`src/sv/pdct_pkg.sv`:
```
// Package for the Poisson-disk candidate test core.
// Holds field widths, default parameters, register and status codes and shared structs.
// No dependencies.
`default_nettype none

package pdct_pkg;

	// Payload widths fixed by the channel format
	localparam int CAND_W   = 16;
	localparam int STATUS_W = 2;
	localparam int INDEX_W  = 10;
	localparam int COUNT_W  = 11;

	// Configuration port
	localparam int PADDR_W = 4;
	localparam int PDATA_W = 32;

	// Defaults for top-level parameters
	localparam int MAX_POINTS_DEF = 1024;
	localparam int COORD_BITS_DEF = 16;

	// Register reset values
	localparam logic [CAND_W-1:0]  AREA_WIDTH_RST  = 16'hFFFF;
	localparam logic [CAND_W-1:0]  AREA_HEIGHT_RST = 16'hFFFF;
	localparam logic [CAND_W-1:0]  MIN_DIST_RST    = 16'd160;
	localparam logic [COUNT_W-1:0] POINT_LIMIT_RST = 11'd1024;

	// Register indexes (byte address 4*i)
	typedef enum logic [1:0] {
		REG_AREA_WIDTH  = 2'd0,
		REG_AREA_HEIGHT = 2'd1,
		REG_MIN_DIST    = 2'd2,
		REG_POINT_LIMIT = 2'd3
	} pdct_reg_t;

	// Result status codes
	typedef enum logic [STATUS_W-1:0] {
		STATUS_ACCEPT = 2'd0,
		STATUS_OOB    = 2'd1,
		STATUS_CLOSE  = 2'd2,
		STATUS_FULL   = 2'd3
	} pdct_status_t;

	// Controller states
	typedef enum logic [2:0] {
		ST_IDLE,
		ST_CHECK,
		ST_SCAN,
		ST_DRAIN,
		ST_DECIDE
	} pdct_state_t;

	// Configuration register set
	typedef struct packed {
		logic [CAND_W-1:0]  area_width;
		logic [CAND_W-1:0]  area_height;
		logic [CAND_W-1:0]  min_dist;
		logic [COUNT_W-1:0] point_limit;
	} pdct_cfg_t;

	// Controller to datapath commands
	typedef struct packed {
		logic load_cand;
		logic start_scan;
		logic rd_en;
		logic commit;
	} pdct_cmd_t;

	// Datapath to controller status
	typedef struct packed {
		logic oob;
		logic cnt_zero;
		logic last_rd;
		logic pipe_busy;
	} pdct_stat_t;

endpackage

`default_nettype wire

```
`src/sv/pdct_regs.sv`:
```
// APB-style configuration registers for the Poisson-disk candidate test core.
// Depends on pdct_pkg for register codes, widths and reset values.
`default_nettype none

module pdct_regs import pdct_pkg::*; (
	input  wire logic               clk,
	input  wire logic               arst_n,
	input  wire logic               psel,
	input  wire logic               penable,
	input  wire logic               pwrite,
	input  wire logic [PADDR_W-1:0] paddr,
	input  wire logic [PDATA_W-1:0] pwdata,
	output logic      [PDATA_W-1:0] prdata,
	output logic                    pready,
	output pdct_cfg_t               cfg
);

	pdct_cfg_t cfg_q;
	logic      wr_en;
	pdct_reg_t reg_sel;

	assign pready  = 1'b1;
	assign wr_en   = psel && penable && pwrite;
	assign reg_sel = pdct_reg_t'(paddr[3:2]);
	assign cfg     = cfg_q;

	// Write the addressed register on the access cycle
	always_ff @(posedge clk or negedge arst_n) begin
		if (!arst_n) begin
			cfg_q.area_width  <= AREA_WIDTH_RST;
			cfg_q.area_height <= AREA_HEIGHT_RST;
			cfg_q.min_dist    <= MIN_DIST_RST;
			cfg_q.point_limit <= POINT_LIMIT_RST;
		end else if (wr_en) begin
			unique case (reg_sel)
				REG_AREA_WIDTH:  cfg_q.area_width  <= pwdata[CAND_W-1:0];
				REG_AREA_HEIGHT: cfg_q.area_height <= pwdata[CAND_W-1:0];
				REG_MIN_DIST:    cfg_q.min_dist    <= pwdata[CAND_W-1:0];
				REG_POINT_LIMIT: cfg_q.point_limit <= pwdata[COUNT_W-1:0];
				default: ;
			endcase
		end
	end

	// Read back the addressed register
	always_comb begin
		unique case (reg_sel)
			REG_AREA_WIDTH:  prdata = PDATA_W'(cfg_q.area_width);
			REG_AREA_HEIGHT: prdata = PDATA_W'(cfg_q.area_height);
			REG_MIN_DIST:    prdata = PDATA_W'(cfg_q.min_dist);
			REG_POINT_LIMIT: prdata = PDATA_W'(cfg_q.point_limit);
			default:         prdata = '0;
		endcase
	end

endmodule

`default_nettype wire

```
`config.mk`:
```
export PLATFORM = sky130hd
export DESIGN_NAME = pdct_regs
export DESIGN_NICKNAME = d
export VERILOG_FILES = /design/src/sv/pdct_pkg.sv /design/src/sv/pdct_regs.sv
export SDC_FILE = /design/constraint.sdc
export NUM_CORES = 1
export LEC_CHECK = 0
export ABC_AREA = 1
export BUFFER_PORTS_ARGS = -buffer_cell sky130_fd_sc_hd__buf_2
export CELL_PAD_IN_SITES_DETAIL_PLACEMENT = 2
export CELL_PAD_IN_SITES_GLOBAL_PLACEMENT = 2
export CORE_MARGIN = 5
export CORE_UTILIZATION = 27
export CTS_CLUSTER_DIAMETER = 30
export CTS_CLUSTER_SIZE = 30
export DETAILED_ROUTE_END_ITERATION = 8
export GPL_ROUTABILITY_DRIVEN = 0
export GPL_TIMING_DRIVEN = 0
export PLACE_DENSITY = 0.86
export SLEW_MARGIN = 10
export SYNTH_ARGS = -nofsm -noshare
export SYNTH_HDL_FRONTEND = slang
export SYNTH_SLANG_ARGS = --single-unit
export TNS_END_PERCENT = 10
```
`constraint.sdc`:
```
create_clock -name clk -period 2 [get_ports clk]
set_input_delay 0.1 -clock clk [delete_from_list [all_inputs] [get_ports clk]]
set_output_delay 0.1 -clock clk [all_outputs]
set_load 0.05 [all_outputs]
```
== Word-level counts from Yosys, hierarchy flattened ==
Cells that the tools add are included.

* Bits in registers: 59
* Bits in latches: 0
* Bits in writable memories: 0
* Bits in read-only memories: 0
* Logic and storage cells: 15
* Memories: 0

* Add/subtract/negate cells: 0
* $mul: 0
* Div/mod/pow operators: 0
* Magnitude comparators: 0
* Equal/unequal tests: 3
* Shift-type cells: 0
* Mux-type cells: 1
* Bitwise operators: 0
* Reduce and logical (&&, ||, !) cells: 7

{| class="wikitable"
|+ Operator list
! operator !! count
|-
| one-hot mux 32 bit (4 select lines) || 1
|-
| AND reduction 2 bit || 4
|-
| equality test 2 bit, second input constant || 2
|-
| equality test 2 x 1 -> 1 bit, second input constant || 1
|-
| logical AND 1 bit || 2
|-
| logical NOT 2 bit || 1
|}

== Longest topological paths before layout ==
Gate-level depths: netlist (run 1).

* Depth after elaboration: 3
* Depth in mapped cells: 8
* Depth with buffers taken out: 6

== Least setup slack after synthesis (run 1) ==
Ideal clock, no wire load.

* Path kind: reg-to-output
* From: register cfg_q, in the netlist cfg[27]
* To: output port prdata[0]
* Data arrival time: 1,218 ps
* Data required time: 1,900 ps
* Path slack: 682 ps
* Stages on the path, launching flop included: 3
* Buffers on the path: 0
* Cell sequence: dfstp_2 nand3_1 nand4_1

* Cells in the longest elaborated chain, start to end: 1

{| class="wikitable"
|+ Ends and longest elaborated chain
! what !! line !! source
|-
| start, declared || pdct_regs.sv:18 || <nowiki>pdct_cfg_t cfg_q;</nowiki>
|-
| one-hot mux 32 bit (4 select lines) || pdct_regs.sv:47 || <nowiki>unique case (reg_sel)</nowiki>
|-
| end, declared || pdct_regs.sv:13 || <nowiki>output logic [PDATA_W-1:0] prdata,</nowiki>
|}

No other way between the ends. The select of a mux whose other input is x is not followed.

== Worst setup path in the final report (run 1) ==
* From: register cfg_q, in the netlist cfg[35]
* To: output port prdata[8]

The elaborated chain is that of the path after synthesis.

==> results of run 1 <==
[worst min-delay path by stage]
stage / from / to / slack, ns
final: paddr[3] / cfg[10] / 0.12
after floorplan: arst_n / cfg[0] / -0.20
after global routing: paddr[3] / cfg[10] / 0.15
after detailed placement: arst_n / cfg[22] / 0.22
after global placement: pwdata[14] / cfg[41] / 0.33
after CTS: paddr[3] / cfg[10] / 0.10
[routing by layer]
layer | global-route usage, % | wire length [um] | part of all wire (%)
met1 | 22.4 | 4860 | 40
met3 | 4.37 | 755 | 6.2
met4 | 8.29 | 393 | 3.2
met5 | 0 | 0 | 0
met2 | 34.0 | 6140 | 51
[worst reg2reg max path: stages, from the launching register on]
cell and delay (ns):
dfstp_2 0.55, nand2_1 0.07, nand2_1 0.09
[power breakdown]
part / total [mW] / internal (mW) / switching [mW]
clock: 1.51 / 1.02 / 0.490
sequential: 1.77 / 1.55 / 0.219
combinational: 2.06 / 0.421 / 1.64
[cell usage in the layout (no fill, tap or decap)]
| cell | n |
|---|---|
| buf_4 | 19 |
| buf_2 | 101 |
| inv_2 | 3 |
| dfstp_2 | 35 |
| dfrtp_1 | 24 |
| bufinv_16 | 4 |
| inv_4 | 2 |
| nand3_2 | 1 |
| clkbuf_8 | 11 |
| nand3_1 | 38 |
| nor2_1 | 1 |
| dlygate4sd3_1 | 17 |
| nand2_1 | 207 |
| nand2_4 | 2 |
| nand2_2 | 3 |
| clkbuf_1 | 2 |
| buf_6 | 8 |
| conb_1 | 17 |
| nor2_4 | 5 |
| inv_1 | 1 |
| nand4_1 | 11 |
[synthesized netlist by cell type]
| library cell | count |
|---|---|
| dfrtp_1 | 24 |
| nand3_1 | 38 |
| nor2_4 | 5 |
| nand2_4 | 2 |
| buf_6 | 8 |
| inv_2 | 3 |
| nor2_1 | 1 |
| dfstp_2 | 35 |
| inv_4 | 2 |
| nand4_1 | 11 |
| nand3_2 | 1 |
| nand2_2 | 3 |
| inv_1 | 1 |
| buf_4 | 18 |
| clkbuf_1 | 1 |
| buf_2 | 7 |
| conb_1 | 2 |
| nand2_1 | 207 |
[through the flow]
step           cells  worst slack [ns]
2_1_floorplan    384             0.682
3_3_place_gp     619             0.492
3_5_place_dp     619             0.537
4_1_cts          652             0.486
5_1_grt          652             0.438
6_report         652             0.518
[logic make-up after synthesis]
kind of cell | share of synthesized area, %
other cells | 0.253
buf+inv | 9.83
simple gates | 38.7
flops | 51.2
[layout make-up]
| class | count | area (sq um) | share of cell area [%] |
|---|---|---|---|
| buffer | 34 | 264 | 6.41 |
| clock buffer | 12 | 155 | 3.76 |
| clock inverter | 4 | 120 | 2.91 |
| inverter | 6 | 27.5 | 0.668 |
| multi-input combinational | 285 | 1210 | 29.4 |
| sequential | 59 | 1520 | 36.9 |
| tap | 140 | 175 | 4.25 |
| timing repair buffer | 112 | 648 | 15.7 |
==> impl_results.md, run 1 <==
* Power, Total at between 5 and 6 mW
* Post-Synthesis Cell Area at around 3000 sq um
* Final nets at about 550
* Area grow syn2layout at 38.9%
* Syn Area/Cell at roughly 8 sq um
* First-pass GRT wire length at roughly 19,000 um
* Synthesis Warnings at 0
* Period utilization at about three quarters
* Grt total ovfl at 0
* Area of the core at between 10,000 and 15,000 sq um
* Static Leak at 2.24 nW
* Row cnt at 38
* DRC violations left at 0
* Die span in x at approximately 110 um
* Largest net degree at the start of global routing at 60
* Initial antenna violation count at 0
* Final ANT Viol Nets at 0
* Startpoint types: flip-flop
* Clock Sink Count at 59
* Placed Area at around 3700 sq um
* Hold/Removal Path Class: in2reg
* Die Area at approximately 13,000 sq um
* DR vias/cell at around 4.7
* Vias in the first global route at around 3,500
* Initial Util at 27.5%
* Syn Inst Count at ~370
* Distinct cell type count after synthesis at 18
* Cell count of the worst reg-to-reg path at 2
* Fmax achieved at 0.675 GHz
* Peak supply drop at between 0.0005 and 0.0006 V
* Hold_ws at between 0.1 and 0.15 ns
* Max incr delay on CP at 0.55 ns
* Final number of hold-violating endpoints at 0
* I/O pin cnt at around 130
* CP Capture Type: output port
* CTS Buf Count at 9
* Critical path class: reg2out
* Max Root-Sink Buffers at 2
* Worst EP required at ~1.9 ns
* Synth Register Bits at 59
* Antenna cells at 0
* CP max-delay cell: dfstp_2
* Worst path bufs/invs at 1
* Status: complete, no violations
* Die H at approximately 110 um
* Layout cell share with drive strength beyond 1 at a little under two fifths
* Layout filler cell count at roughly 1,200
* Post-CTS setup buffers at 0
* Synth area leader: dfstp_2
* Arrival time worst endpoint at between 1 and 1.5 ns
* Total number of vias at about 3,000
* WP depth at 3
* Crit path to: prdata[8]
* Worst skew pair latency at between 0.3 and 0.4 ns
* Final Max Slew Viols at 0
* R2R setup slack at 1.23 ns
* Maxcap violations at 0
* Yosys top cell area share at between 30% and 40%
* Layout Skew at 0 ns
* Setup Viol. Count Final at 0
* DRT iter0 DRCs at 97
* WL final at ~12,000 um
* RSZ-0062 raised after global routing: no
* FF-to-FF End: cfg[51]
* PwrDens at 1300 nW/um^2
* I/O Buffers at 95
* Least-Margin Pin Slew at around 0.76 ns
* Util after Layout at 38.2%
* Post-DP HPWL at ~8400 um
* Root buf cell: clkbuf_8
* RR Startpoint: cfg[51]
* Min cycle time layout at ~1.5 ns
* Gr usage total at 19.3%
* Max FO, Critical Path at 3
* H-tree levels at 3
* Hold depth at 5
* Slew HR at approximately half
* CP top delay family: flip-flops
* Worst Setup SP: cfg[35]
* Top cells by area, synth: dfstp_2 31%, nand2_1 26%, dfrtp_1 20%, nand3_1 6.4%, buf_4 4.6%
* Wire per inst at 18.6 um
* Hold_buf cts at 17
* First drt pass iteration count at 4
* Sequential fraction of the synthesis area at between 50% and 60%
* CTS tree: yes
* Cell Chain, Critical Path: nand3_1 > nand4_1 > buf_2
* CTS clk-pin slew, worst paths at about 0.070 ns
* Final instance area at roughly 4100 sq um
* Setup TNS at 0 ns
* Post-CTS sizing at 0
* Max reg flops at 59
Note: power is estimated with default switching activity, not from simulation.
==> run 2: changes to the inputs <==
--- a/config.mk
+++ b/config.mk
@@ -10,13 +10,13 @@
 export CELL_PAD_IN_SITES_DETAIL_PLACEMENT = 2
 export CELL_PAD_IN_SITES_GLOBAL_PLACEMENT = 2
 export CORE_MARGIN = 5
-export CORE_UTILIZATION = 27
+export CORE_UTILIZATION = 25
 export CTS_CLUSTER_DIAMETER = 30
 export CTS_CLUSTER_SIZE = 30
 export DETAILED_ROUTE_END_ITERATION = 8
 export GPL_ROUTABILITY_DRIVEN = 0
 export GPL_TIMING_DRIVEN = 0
-export PLACE_DENSITY = 0.86
+export PLACE_DENSITY = 0.81
 export SLEW_MARGIN = 10
 export SYNTH_ARGS = -nofsm -noshare
 export SYNTH_HDL_FRONTEND = slang
==> constraint.sdc (replaced) <==
create_clock -name clk -period 1.5 [get_ports clk]
set_input_delay 0.075 -clock clk [delete_from_list [all_inputs] [get_ports clk]]
set_output_delay 0.075 -clock clk [all_outputs]
set_load 0.05 [all_outputs]
==> impl_results.md, run 2 (synthesized netlist as in run 1, its figures left out) <==
* Row cnt at 39
* Least-Margin Pin Slew at around 0.81 ns
* Max FO, Critical Path at 3
* Total number of vias at roughly 3,000
* Slew HR at between 40% and 50%
* Post-DP HPWL at 8550 um
* I/O Buffers at 95
* Hold_ws at roughly 0.16 ns
* Gr usage total at roughly 18%
* Final ANT Viol Nets at 0
* Grt total ovfl at 0
* Layout Skew at 0 ns
* I/O pin cnt at 133
* Final instance area at about 4200 sq um
* H-tree levels at 3
* Layout cell share with drive strength beyond 1 at ~38%
* CTS tree: yes
* Hold/Removal Path Class: in2reg
* Fin cells at about 660
* Most frequent cells in the layout: 207 x nand2_1, 100 x buf_2, 38 x nand3_1
* Peak supply drop at 0.000658 V
* Switching Share at a little over two fifths
* DRT iter0 DRCs at 100
* RSZ-0062 raised after global routing: no
* Final number of hold-violating endpoints at 0
* Root buf cell: clkbuf_16
* Clock Sink Count at 59
* Initial antenna violation count at 0
* Arrival time worst endpoint at ~1.4 ns
* Period utilization at roughly 98%
* Final Max Slew Viols at 0
* Setup TNS at 0 ns
* Power, Total at roughly 7.5 mW
* First drt pass iteration count at 4
* Most common cell after layout, fill and taps aside: nand2_1
* Wire per inst at 19.1 um
* Final nets at 548
* Vias in the first global route at 3,475
* P_int at between 4 and 5 mW
* Placed Area at 3680 sq um
* Seq pwr share at 31.4%
* Comb pwr share at 36.6%
* DR vias/cell at between 4 and 5
* CP Capture Type: output port
* WL final at about 13,000 um
* CTS Buf Count at 9
* PwrDens at roughly 1800 nW/um^2
* DRC violations left at 0
* Util after Layout at between 30% and 40%
* First-pass GRT wire length at a little under 20,000 um
* Max reg flops at 59
* Static Leak at 2.27 nW
* Place WS at between 0.02 and 0.025 ns
* Die H at ~120 um
* Area grow syn2layout at 41.4%
* Switching power at 3.22 mW
* Worst skew pair latency at ~0.33 ns
* Status: complete, no violations
* Critical path class: reg2out
* Largest net degree at the start of global routing at 60
* DP Cell Count at between 600 and 700
* Area of the core at about 12,000 sq um
* Setup WS post-layout at ~0.037 ns
* Startpoint types: flip-flop
* Initial Util at 25.8%
* Maxcap violations at 0
* CTS clk-pin slew, worst paths at about 0.050 ns
* Worst EP required at between 1 and 1.5 ns
* Min cycle time layout at approximately 1.5 ns
* Die span in x at ~120 um
* Antenna cells at 0
* Max Root-Sink Buffers at 2
* Die Area at 14,100 sq um
* Fmax achieved at about 0.68 GHz
* Clk pwr share at about a third
* Setup Viol. Count Final at 0
-- run 2: cell count changes in the layout (fill, tap and decap cells not counted) --
cell and delta:
buf_2 -1, buf_4 +1, bufinv_16 -1, clkbuf_16 +9, clkbuf_8 -10, clkinv_2 +2
-- run 2: routing by layer --
| layer | wire (um) | vias up | GRT usage [%] | part of all wire [%] |
|---|---|---|---|---|
| li1 | - | 1401 | - | - |
| met1 | 5410 | 1533 | 21.3 | 43 |
| met2 | 6170 | 96 | 31.2 | 49 |
| met3 | 736 | 17 | 4.31 | 5.9 |
| met4 | 203 | 0 | 6.08 | 1.6 |
| met5 | 0 | - | 0 | 0 |
-- run 2: layout make-up --
type / instances / area (sq um)
buffer: 34 / 264
clock buffer: 11 / 243
clock inverter: 5 / 100
fill: 1304 / 7320
inverter: 6 / 27.5
multi-input combinational: 285 / 1210
sequential: 59 / 1520
tap: 143 / 179
timing repair buffer: 112 / 651
-- run 2: final timing paths --
path	startpoint	to	slack, ns	cells past startpoint
max	cfg[35]	prdata[8]	0.04	3
min	paddr[3]	cfg[10]	0.16	5
max reg2reg	cfg[48]	cfg[48]	0.74	2
min reg2reg	cfg[52]	cfg[52]	0.47	2
max in group asynchronous	arst_n	cfg[1]	0.58	2
min in group asynchronous	arst_n	cfg[25]	0.39	2
-- run 2: power by group through the flow --
| stage | clock network, mW | logic (mW) | registers, mW |
|---|---|---|---|
| 3_3_place_gp | 0 | 2.67 | 2.35 |
| 6_report | 2.40 | 2.75 | 2.36 |
| 2_1_floorplan | 0 | 0.858 | 3.50 |
| 5_1_grt | 2.50 | 2.90 | 2.41 |
| 3_5_place_dp | 0 | 2.72 | 2.37 |
| 4_1_cts | 2.44 | 2.77 | 2.36 |
-- run 2: worst max-delay path: stages, from the launching register on --
cell and delay, ns:
dfstp_2 0.55, nand3_1 0.08, nand4_1 0.13, buf_2 0.30
-- run 2: repair_timing --
action / CTS / global route
hold buffers: 17 / 0
endpoints found under the setup margin: 1 / 1
pin swaps: 0 / 1
gates cloned: 0 / 0
gates resized for setup: 1 / 0
endpoints found under the hold margin: 60 / 0
buffers inserted: 0 / 0
