## config.mk

```make
export PLATFORM = sky130hd
export DESIGN_NAME = pdct_ctrl
export DESIGN_NICKNAME = d
export VERILOG_FILES = /design/src/sv/pdct_pkg.sv /design/src/sv/pdct_ctrl.sv
export SDC_FILE = /design/constraint.sdc
export NUM_CORES = 1
export LEC_CHECK = 0
export ABC_AREA = 0
export BUFFER_PORTS_ARGS = -buffer_cell sky130_fd_sc_hd__buf_4
export CORE_AREA = 2 2 39 41
export CTS_CLUSTER_SIZE = 20
export DETAILED_ROUTE_END_ITERATION = 8
export DIE_AREA = 0 0 41 43
export PLACE_DENSITY_LB_ADDON = 0.05
export SLEW_MARGIN = 20
export SYNTH_ARGS = -nofsm -noshare
export SYNTH_HDL_FRONTEND = slang
export SYNTH_SLANG_ARGS = --single-unit
```

## constraint.sdc

```tcl
create_clock -name clk -period 1.6 [get_ports clk]
set_clock_uncertainty 0.2 [all_clocks]
set_input_delay 0.16 -clock clk [delete_from_list [all_inputs] [get_ports clk]]
set_output_delay 0.16 -clock clk [all_outputs]
set_load 0.01 [all_outputs]
```

## src/sv/pdct_pkg.sv

```systemverilog
// Package for the Poisson-disk candidate test core.
// Holds field widths, default parameters, register and status codes and shared structs.
// No dependencies.
`default_nettype none

package pdct_pkg;

	// Payload widths fixed by the channel format
	localparam int CAND_W   = 16;
	localparam int STATUS_W = 2;
	localparam int INDEX_W  = 10;
	localparam int COUNT_W  = 11;

	// Configuration port
	localparam int PADDR_W = 4;
	localparam int PDATA_W = 32;

	// Defaults for top-level parameters
	localparam int MAX_POINTS_DEF = 1024;
	localparam int COORD_BITS_DEF = 16;

	// Register reset values
	localparam logic [CAND_W-1:0]  AREA_WIDTH_RST  = 16'hFFFF;
	localparam logic [CAND_W-1:0]  AREA_HEIGHT_RST = 16'hFFFF;
	localparam logic [CAND_W-1:0]  MIN_DIST_RST    = 16'd160;
	localparam logic [COUNT_W-1:0] POINT_LIMIT_RST = 11'd1024;

	// Register indexes (byte address 4*i)
	typedef enum logic [1:0] {
		REG_AREA_WIDTH  = 2'd0,
		REG_AREA_HEIGHT = 2'd1,
		REG_MIN_DIST    = 2'd2,
		REG_POINT_LIMIT = 2'd3
	} pdct_reg_t;

	// Result status codes
	typedef enum logic [STATUS_W-1:0] {
		STATUS_ACCEPT = 2'd0,
		STATUS_OOB    = 2'd1,
		STATUS_CLOSE  = 2'd2,
		STATUS_FULL   = 2'd3
	} pdct_status_t;

	// Controller states
	typedef enum logic [2:0] {
		ST_IDLE,
		ST_CHECK,
		ST_SCAN,
		ST_DRAIN,
		ST_DECIDE
	} pdct_state_t;

	// Configuration register set
	typedef struct packed {
		logic [CAND_W-1:0]  area_width;
		logic [CAND_W-1:0]  area_height;
		logic [CAND_W-1:0]  min_dist;
		logic [COUNT_W-1:0] point_limit;
	} pdct_cfg_t;

	// Controller to datapath commands
	typedef struct packed {
		logic load_cand;
		logic start_scan;
		logic rd_en;
		logic commit;
	} pdct_cmd_t;

	// Datapath to controller status
	typedef struct packed {
		logic oob;
		logic cnt_zero;
		logic last_rd;
		logic pipe_busy;
	} pdct_stat_t;

endpackage

`default_nettype wire

```

## src/sv/pdct_ctrl.sv

```systemverilog
// Controller state machine for the Poisson-disk candidate test core.
// Sequences candidate capture, store scan, pipeline drain and result commit; uses pdct_pkg.
`default_nettype none

module pdct_ctrl import pdct_pkg::*; (
	input  wire logic       clk,
	input  wire logic       arst_n,
	input  wire logic       cand_valid,
	output logic            cand_ready,
	output logic            res_valid,
	input  wire logic       res_ready,
	input  wire pdct_stat_t stat,
	output pdct_cmd_t       cmd
);

	pdct_state_t state_q, state_nx;
	logic        res_valid_q;
	logic        slot_free;

	// Output slot is free when empty or being emptied this cycle
	assign slot_free = !res_valid_q || res_ready;
	assign res_valid = res_valid_q;

	// Next state
	always_comb begin
		state_nx = state_q;
		unique case (state_q)
			ST_IDLE:   if (cand_valid) state_nx = ST_CHECK;
			ST_CHECK:  state_nx = (stat.oob || stat.cnt_zero) ? ST_DECIDE : ST_SCAN;
			ST_SCAN:   if (stat.last_rd) state_nx = ST_DRAIN;
			ST_DRAIN:  if (!stat.pipe_busy) state_nx = ST_DECIDE;
			ST_DECIDE: if (slot_free) state_nx = ST_IDLE;
			default:   state_nx = ST_IDLE;
		endcase
	end

	// Outputs
	always_comb begin
		cand_ready     = 1'b0;
		cmd.load_cand  = 1'b0;
		cmd.start_scan = 1'b0;
		cmd.rd_en      = 1'b0;
		cmd.commit     = 1'b0;
		unique case (state_q)
			ST_IDLE: begin
				cand_ready    = 1'b1;
				cmd.load_cand = cand_valid;
			end
			ST_CHECK:  cmd.start_scan = 1'b1;
			ST_SCAN:   cmd.rd_en      = 1'b1;
			ST_DRAIN:  ;
			ST_DECIDE: cmd.commit     = slot_free;
			default:   ;
		endcase
	end

	// State register
	always_ff @(posedge clk or negedge arst_n) begin
		if (!arst_n) begin
			state_q <= ST_IDLE;
		end else begin
			state_q <= state_nx;
		end
	end

	// Hold the result valid until the transfer completes
	always_ff @(posedge clk or negedge arst_n) begin
		if (!arst_n) begin
			res_valid_q <= 1'b0;
		end else if (cmd.commit) begin
			res_valid_q <= 1'b1;
		end else if (res_ready) begin
			res_valid_q <= 1'b0;
		end
	end

endmodule

`default_nettype wire

```

### Yosys cells after proc, flatten, opt, wreduce, memory -nomap -nowiden

Index checks and enable logic that the tools add are counted.
W data, S select, Z words.

| storage, ports and cells | value |
|---|---|
| memories | 0 |
| memory bits (read-only) | 0 |
| output and inout bits | 6 |
| bits in writable memories | 0 |
| logic and storage cells | 29 |
| bits in registers | 4 |
| input bits | 8 |
| bits in latches | 0 |

| cells by class | value |
|---|---|
| shift-type cells | 0 |
| eq/ne operators | 8 |
| add/sub/neg operators | 0 |
| multipliers | 0 |
| mux-type cells | 13 |
| bitwise gates (word level) | 0 |
| reductions and logical operators | 6 |
| divide/modulo/power cells | 0 |
| $lt $le $gt $ge | 0 |

Operator list:

| operator | count |
|---|---|
| $mux W3 | 5 |
| $pmux W3 S5 | 1 |
| $ne A2 B2 Y1 const B | 4 |
| $mux W1 | 7 |
| $eq A3 B2 Y1 const B | 2 |
| $reduce_and A4 Y1 | 1 |
| $eq A3 B1 Y1 const B | 1 |
| $eq A3 B3 Y1 const B | 1 |
| $logic_not A3 Y1 | 1 |
| $logic_or A1 B1 Y1 | 2 |
| $reduce_bool A2 Y1 | 1 |
| $logic_not A1 Y1 | 1 |

### Longest topological paths before layout

Gate-level depths: netlist of the first run.

| logic depth | value |
|---|---|
| depth in word-level cells | 4 |
| mapped depth | 2 |
| mapped depth without buffers | 2 |

### Worst setup path before layout of the first run

Ideal clock, no wire load.

| timing path | value |
|---|---|
| path kind | register -> output |
| start point | register state_q[1] |
| end point | output port cmd[3] (netlist name) |
| buffers on the path | 0 |
| data required time | 1240 ps |
| stages on the path, launching flop included | 3 |
| arrival | 1056 ps |
| slack | 184 ps |
| cell sequence | dfrtp_1 > nor3_1 > and2_1 |

RTL lines:

| what | RTL line | text |
|---|---|---|
| start, declared | pdct_ctrl.sv:16 | `pdct_state_t state_q, state_nx;` |
| start signal, assigned | pdct_ctrl.sv:62 | `state_q <= state_nx;` |
| end, declared | pdct_ctrl.sv:13 | `output pdct_cmd_t cmd` |

==> results of run 1 <==
worst max-delay path by stage:
stage / to / slack (ns) / cells past startpoint
2_1_floorplan: cmd[3] / 0.18 / 2
3_3_place_gp: cmd[0] / 0.14 / 3
3_5_place_dp: cmd[0] / 0.12 / 3
4_1_cts: cmd[0] / -0.06 / 3
5_1_grt: cmd[0] / -0.12 / 3
6_report: cmd[0] / -0.06 / 3
flip-flops by register name, indices dropped and copies added (netlist names):
name,cells
res_valid,1
state_q,3
cells in the mapped netlist (all sizes together):
cell type and n:
o32ai 1, o2bb2ai 1, inv 1, dfrtp 4, or3b 1, nor2 2
nor2b 1, nand2b 3, nor3b 1, and2 2, mux2i 1, o221a 1
nand2 2, nor3 2
repair_timing:
action / in CTS / in global routing
gates resized for setup: 2 / 2
hold buffers: 2 / 0
pin swaps: 1 / 1
hold endpoints to repair: 5 / 0
setup buffers: 6 / 3
endpoints found under the setup margin: 2 / 3
power by group through the flow:
stage	Sequential (mW)	Combinational, mW	Clock [mW]
2_1_floorplan	0.189	0.174	0
3_3_place_gp	0.201	0.318	0
3_5_place_dp	0.201	0.319	0
4_1_cts	0.181	0.430	0.132
5_1_grt	0.187	0.549	0.143
6_report	0.187	0.503	0.124
critical path, stage by stage, from the launching register on:
cell and delay (ns):
dfrtp_2 0.42, or3b_4 0.40, nor2b_1 0.12, buf_4 0.13
logic make-up after synthesis:
group                  synth area share, %
and+or+nand+nor                      36.68
AOI/OAI and AO/OA                    12.78
muxes                                4.445
DFF                                  44.45
buffers and inverters                1.665
final cells by class:
type | instances | area, um2 | share of cell area, %
clock buffers | 3 | 22.52 | 4.813
inverters | 1 | 3.754 | 0.8021
well taps | 16 | 20.02 | 4.278
multi-input cells | 18 | 133.9 | 28.61
repair buffers | 24 | 185.2 | 39.57
flip-flops and latches | 4 | 102.6 | 21.93
stage by stage:
step	cell area (um2)	instances	setup WS (ns)	power, mW	utilization, %
finish	467.9	66	-0.06395	0.8141	33.82
CTS	432.9	63	-0.06016	0.7428	31.28
global placement	342.8	52	0.1396	0.5194	24.77
global route	467.9	66	-0.1169	0.8793	33.82
detailed placement	342.8	52	0.1203	0.5196	24.77
floorplan	225.2	23	0.1840	0.3628	-
layer usage:
layer	up-vias	track usage [%]	wire length, um
met1	126	9.677	276
met5	-	0	0
li1	136	-	-
met2	14	14.06	352
met4	0	6.000	14
met3	2	7.853	66
==> run metrics, run 1 <==
Core ar. 1384 um2; clk sinks 4; ANT cells 0; Setup Viol. Count Final 1; maxcap violations 0; via count between 200 and 300; PwrDens 1740 nW/um2; remaining routing DRC violations 0; Initial Util 16.27%; r2r endpoint state_q[2]; H-tree depth 1; Final Critical Period 1.664 ns; vias in the first global route 271; share of cells above drive strength 1 64.00%; P_int 0.5374 mW; setup_tns -0.06395 ns; Worst-Skew Late Latency 0.24 ns; share of the synthesized area in the top cell type 44.44%; area grow syn2layout 107.8%; critical path class flip-flop to primary output; largest vdd supply drop between 0.7 and 0.8 mV; most frequent cells in the layout 22 x buf_4, 3 x clkbuf_4; combinational power share 61.8%; Worst Hold Path EP state_q[1]; Tot GR Track Use 9.950%; Max FO, Critical Path 4; outcome finished, violations left; largest net degree at the start of global routing 6; Synth warnings 0; reg-to-reg startpoint state_q[1]; Yosys cell types 15; WHS around 0.034 ns; Critical Path RT 1.24 ns; Top Ports 14; leading cell type in the layout, fill and taps excluded buf_4; Clock Path Buffers 2; startpoint types flip-flop; Clock Power Share approximately 15%; Switching Power 0.2767 mW; Synth area leaders dfrtp_1 44%, nand2b_1 8.3%, o221a_2 5.0%; Synth Register Bits 4; leakage 0.2317 nW; Final Wtd Congestion roughly 0.64; first-pass GRT wire length ~1100 um; row cnt 14; CTS tree done; Worst Setup SP state_q[1]; drt first pass iters 2; clock slew at reported path FFs 0.04 ns; die height 43 um; Mapped Area 225.2 um2; Hold Startpoint stat[0]; Worst-Margin Slew 0.2456 ns; R2R depth 4; Routed WL between 700 and 800 um; register area share after synthesis 44.44%; wire per inst 10.74 um; chip width 41 um; Synth Instances 23; initial antenna violation count 0; CP arrival 1.30 ns; drt via density around 4.2; Critical Path End Type primary output; worst rel slew slack around 84%; CTS root buffer clkbuf_4; Max Fclk 601.0 MHz; worst min path class primary input to flip-flop; syn_nets 31; Slew Viols, Final 0; Port Buffers 13; sequential fraction of design power 22.9%; mean post-synth cell area 9.792 um2; hold path cells 2; initial drt markers 3; RSZ-0062 raised after global routing yes; Reg2Reg Setup Slack 0.09 ns; Switching Fraction 33.99%; gr ovfl total 0; CTS Buf Count 3; failing checks negative setup slack; final critical-path share of the clock period 104.0%; post-route ant nets 0; die area between 1500 and 2000 um2; final hold violation count 0; post-synth top area cell dfrtp_1; # fillers 153; Layout Nets 60; final worst slack -0.06395 ns
Note: power is estimated with default switching activity, not from simulation.
==> run 2, diff against run 1 <==
--- a/config.mk
+++ b/config.mk
@@ -11,7 +11,7 @@
 export CTS_CLUSTER_SIZE = 20
 export DETAILED_ROUTE_END_ITERATION = 8
 export DIE_AREA = 0 0 41 43
-export PLACE_DENSITY_LB_ADDON = 0.05
+export PLACE_DENSITY = 0.4
 export SLEW_MARGIN = 20
 export SYNTH_ARGS = -nofsm -noshare
 export SYNTH_HDL_FRONTEND = slang
==> run metrics, run 2 (same netlist as run 1, synthesis figures left out) <==
CTS Buf Count 3 (unchanged); outcome finished, violations left; initial antenna violation count 0 (unchanged); Reg area 101.3 um2 (-1.2%); drt first pass iters 1 (-1); Top Ports 14 (unchanged); P_int 0.4737 mW (-12%); Critical Path RT 1.24 ns (about the same); Core ar. 1384 um2 (unchanged); Initial Util 16.27% (unchanged); startpoint types flip-flop; Worst-Skew Late Latency 0.24 ns (about the same); critical path class flip-flop to primary output; hold path cells 3 (+1); Final Critical Period 1.644 ns (-0.02030 ns); clk sinks 4 (unchanged); clock slew at reported path FFs 0.04 ns (about the same); Routed WL 625 um (-12%); maxcap violations 0 (unchanged); drt via density 4.127 (-2.0%); H-tree depth 1 (unchanged); Slew Viols, Final 0 (unchanged); CTS root buffer clkbuf_4; Final HPWL DP 470.8 um; PwrDens 1657 nW/um2 (-4.7%); Port Buffers 13 (unchanged); worst rel slew slack 83.81% (+0.23 points); # fillers 148 (-3.3%); Worst-Margin Slew 0.2421 ns (-0.003494 ns); area grow syn2layout 95.00%; sequential fraction of design power 25.3% (+2.4 points); first-pass GRT wire length 979 um (-9.6%); gr ovfl total 0 (unchanged); combinational power share 56.9% (-4.9 points); CTS tree done; Max Fclk 608.4 MHz (+1.2%); wire per inst 9.921 um (-7.6%); ANT cells 0 (unchanged); Layout Nets 57 (-5.0%); final worst slack -0.04366 ns (+0.02030 ns); leading cell type in the layout, fill and taps excluded buf_4; max reg flops 3 (unchanged); WHS 0.03486 ns (+0.0005434 ns); Top reg by flops state_q; Clock Path Buffers 2 (unchanged); largest net degree at the start of global routing 6 (unchanged); Setup Viol. Count Final 1 (unchanged); worst min path class primary input to flip-flop; Switching Fraction 34.91% (+0.91 points); dpl cell area 350.3 um2 (+2.2%); final hold violation count 0 (unchanged); vias in the first global route 239 (-12%); final critical-path share of the clock period 102.7% (-1.3 points); chip width 41 um (unchanged); leakage 0.2148 nW (-7.3%); die height 43 um (unchanged); die area 1763 um2 (unchanged); Tot GR Track Use 9.045% (-0.90 points); Max FO, Critical Path 5 (+1); row cnt 14 (unchanged); share of cells above drive strength 1 55.32% (-8.7 points); Place WS 0.1318 ns (+0.01155 ns); remaining routing DRC violations 0 (unchanged); post-route ant nets 0 (unchanged); area used by multi-input combinational logic 126.4 um2 (-5.6%); design area 439.2 um2 (-6.1%); post-layout util 31.74% (-2.1 points); initial drt markers 0 (-3); RSZ-0062 raised after global routing yes; R2R depth 4 (unchanged); CP arrival 1.28 ns (-0.02 ns); failing checks negative setup slack; Clock Power Share 17.8% (+2.5 points); most frequent cells in the layout 18 x buf_4, 3 x nand2b_1, 3 x clkbuf_4, 3 x dlygate4sd3_1, 3 x dfrtp_1; Critical Path End Type primary output; largest vdd supply drop 0.6512 mV (-14%); Switching Power 0.2540 mW (-8.2%); via count 260 (-6.5%); Final Wtd Congestion 0.7041 (+9.6%)
run 2: stage by stage:
| step | power, mW | TNS, ns | std cells |
|---|---|---|---|
| 2_1_floorplan | 0.3628 | 0 | 23 |
| 3_3_place_gp | 0.5339 | 0 | 53 |
| 3_5_place_dp | 0.5358 | 0 | 53 |
| 4_1_cts | 0.7256 | -0.09574 | 62 |
| 5_1_grt | 0.7955 | -0.1847 | 63 |
| 6_report | 0.7278 | -0.04366 | 63 |
run 2: per-layer routing:
metal  vias up  track usage (%)  part of all wire (%)
li1        130                -                     -
met1       114            9.032                    37
met2        13            12.81                    50
met3         3            6.283                    11
met4         0            6.000                   1.6
met5         -                0                     0
run 2: path summary, 6_finish.rpt:
| kind | startpoint | end | slack, ns |
|---|---|---|---|
| setup / recovery | state_q[2] | cmd[0] | -0.04 |
| hold reg to reg | res_valid | res_valid | 0.34 |
| hold / removal | res_ready | res_valid | 0.03 |
| max in group asynchronous | arst_n | state_q[1] | 1.04 |
| min in group asynchronous | arst_n | state_q[0] | 0.05 |
| setup reg to reg | state_q[1] | state_q[2] | 0.22 |
run 2: layout make-up:
type | instances | area share [%]
tap | 16 | 4.558
sequential | 4 | 23.08
clock buffer | 3 | 5.128
multi-input combinational | 18 | 28.77
timing repair buffer | 21 | 37.61
inverter | 1 | 0.8547
run 2: what timing repair did:
action,CTS,global route
setup endpoints to repair,2,4
pin swaps,1,1
endpoints found under the hold margin,5,1
hold buffers,2,1
resized for setup,1,1
buffers inserted,4,0
run 2: worst max-delay path: stages, from the launching register on:
cell	delay (ns)
dfrtp_1	0.41
or3b_4	0.40
nor2b_1	0.11
buf_4	0.12
run 2: power groups by stage:
stage | clock (mW) | combinational, mW | sequential (mW)
2_1_floorplan | 0 | 0.174 | 0.189
3_3_place_gp | 0 | 0.347 | 0.187
3_5_place_dp | 0 | 0.346 | 0.190
4_1_cts | 0.133 | 0.413 | 0.180
5_1_grt | 0.153 | 0.451 | 0.191
6_report | 0.130 | 0.414 | 0.184
==> run 3, diff against run 2 <==
--- a/config.mk
+++ b/config.mk
@@ -7,11 +7,13 @@
 export LEC_CHECK = 0
 export ABC_AREA = 0
 export BUFFER_PORTS_ARGS = -buffer_cell sky130_fd_sc_hd__buf_4
+export CELL_PAD_IN_SITES_DETAIL_PLACEMENT = 0
+export CELL_PAD_IN_SITES_GLOBAL_PLACEMENT = 1
 export CORE_AREA = 2 2 39 41
 export CTS_CLUSTER_SIZE = 20
 export DETAILED_ROUTE_END_ITERATION = 8
 export DIE_AREA = 0 0 41 43
-export PLACE_DENSITY = 0.4
+export PLACE_DENSITY = 0.51
 export SLEW_MARGIN = 20
 export SYNTH_ARGS = -nofsm -noshare
 export SYNTH_HDL_FRONTEND = slang
==> run metrics, run 3 (same netlist as run 1, synthesis figures left out) <==
combinational power share 59.8% (+2.9 points); Place WS 0.1873 ns (+0.05552 ns); leading cell type in the layout, fill and taps excluded buf_4; most frequent cells in the layout 19 x buf_4, 4 x dfrtp_1, 3 x nand2b_1, 3 x clkbuf_4; vias in the first global route 272 (+14%); initial drt markers 1 (+1); Slew Viols, Final 0 (unchanged); P_int 0.4874 mW (+2.9%); startpoint types flip-flop; maxcap violations 0 (unchanged); final hold violation count 0 (unchanged); Worst-Margin Slew 0.2566 ns (+0.01450 ns); chip width 41 um (unchanged); CTS root buffer clkbuf_4; Initial Util 16.27% (unchanged); dpl cell area 357.8 um2 (+2.1%); hold path cells 3 (unchanged); ANT cells 0 (unchanged); Routed met3 length 45 um (-32%); H-tree depth 1 (unchanged); sequential fraction of design power 23.1% (-2.2 points); area grow syn2layout 93.33%; largest net degree at the start of global routing 7 (+1); post-route met1 wirelength 274 um (+18%); leakage 0.2171 nW (+1.1%); Worst Hold Path EP res_valid; clk sinks 4 (unchanged); RSZ-0062 raised after global routing yes; met2 wire len 356 um (+13%); drt via density 4.048 (-1.9%); Critical Path RT 1.24 ns (about the same); post-route ant nets 0 (unchanged); Port Buffers 13 (unchanged); gr ovfl total 0 (unchanged); CTS Buf Count 3 (unchanged); worst min path class primary input to flip-flop; Switching Fraction 34.81% (-0.095 points); Max Fclk 615.1 MHz (+1.1%); via count 255 (-1.9%); DR top layer met3; initial antenna violation count 0 (unchanged); Final Total Pwr 0.7477 mW (+2.7%); Final Critical Period 1.626 ns (-0.01779 ns); Hold Startpoint res_ready; reg-to-reg startpoint state_q[1]; setup_tns -0.02587 ns (+0.01779 ns); Tot GR Track Use 9.849% (+0.80 points); CTS tree done; R2R depth 4 (unchanged); CP arrival 1.27 ns (about the same); failing checks negative setup slack; Setup Viol. Count Final 1 (unchanged); Top Ports 14 (unchanged); Clock Path Buffers 2 (unchanged); Max FO, Critical Path 3 (-2); # fillers 150 (+1.4%); largest vdd supply drop 0.5615 mV (-14%); remaining routing DRC violations 0 (unchanged); Routed WL 676 um (+8.2%); final worst slack -0.02587 ns (+0.01779 ns); drt first pass iters 2 (+1); share of cells above drive strength 1 55.32% (unchanged); Switching Power 0.2603 mW (+2.5%); Final Wtd Congestion 0.6492 (-7.8%); Final HPWL DP 460.2 um (-2.3%); worst rel slew slack 82.84% (-0.97 points); die area 1763 um2 (unchanged); Core ar. 1384 um2 (unchanged); r2r endpoint state_q[2]; Top reg by flops state_q; final critical-path share of the clock period 101.6% (-1.1 points); Reg2Reg Setup Slack 0.19 ns (-0.03 ns); max reg flops 3 (unchanged); Critical Path End Type primary output; outcome finished, violations left; first-pass GRT wire length 1048 um (+7.0%); Layout Nets 57 (unchanged); Clock Power Share 17.0% (-0.8 points); PwrDens 1717 nW/um2 (+3.6%); row cnt 14 (unchanged); design area 435.4 um2 (-0.85%); WHS 0.01596 ns (-0.01889 ns); clock slew at reported path FFs 0.04 ns (about the same); critical path class flip-flop to primary output; wire per inst 10.73 um (+8.2%); Worst-Skew Late Latency 0.24 ns (about the same); die height 43 um (unchanged)
## run 3: changes by cell type in the layout (fill, tap and decap cells not counted), sizes merged
| cell | before | now |
|---|---|---|
| dlygate4sd3 | 3 | 2 |
| buf | 18 | 19 |
## run 3: how the worst max path moves through the flow
stage                from  endpoint  slack [ns]  cells past startpoint
2_1_floorplan  state_q[1]    cmd[3]        0.18                      2
3_3_place_gp   state_q[2]    cmd[0]        0.20                      3
3_5_place_dp   state_q[2]    cmd[0]        0.19                      3
4_1_cts        state_q[0]    cmd[0]       -0.04                      3
5_1_grt        state_q[0]    cmd[3]       -0.06                      4
6_report       state_q[1]    cmd[0]       -0.03                      3
## run 3: metal layers
layer / up-vias / GRT usage (%)
met5: - / 0
met4: 0 / 10.00
met3: 0 / 4.712
met2: 11 / 12.81
met1: 114 / 10.65
li1: 130 / -
## run 3: power groups by stage
| stage | Combinational, mW | Sequential (mW) | Clock (mW) |
|---|---|---|---|
| after floorplan | 0.174 | 0.189 | 0 |
| after global placement | 0.370 | 0.177 | 0 |
| after detailed placement | 0.367 | 0.180 | 0 |
| after CTS | 0.410 | 0.172 | 0.137 |
| after global routing | 0.495 | 0.178 | 0.140 |
| final | 0.447 | 0.173 | 0.127 |
## run 3: layout make-up
class	instances	area [um2]	share of cell area (%)
Sequential cell	4	100.1	22.99
Multi-Input combinational cell	18	126.4	29.02
Inverter	1	3.754	0.8621
Timing Repair Buffer	21	162.7	37.36
Tap cell	16	20.02	4.598
Clock buffer	3	22.52	5.172
## run 3: metrics by stage
stage               util, %  std cells
global route          31.46         63
global placement      25.86         54
detailed placement    25.86         54
finish                31.46         63
CTS                   30.02         61
floorplan                 -         23
## run 3: repair_timing
item / in CTS / in global routing
pin swaps: 1 / 0
endpoints found under the setup margin: 2 / 3
hold buffers: 2 / 0
endpoints found under the hold margin: 5 / 0
gates resized for setup: 0 / 1
buffers inserted: 2 / 2
## run 3: worst max-delay path, cell delays in order, from the launching register on
cell,delay [ns]
dfrtp_1,0.40
or3b_4,0.38
nor2b_1,0.12
buf_4,0.13
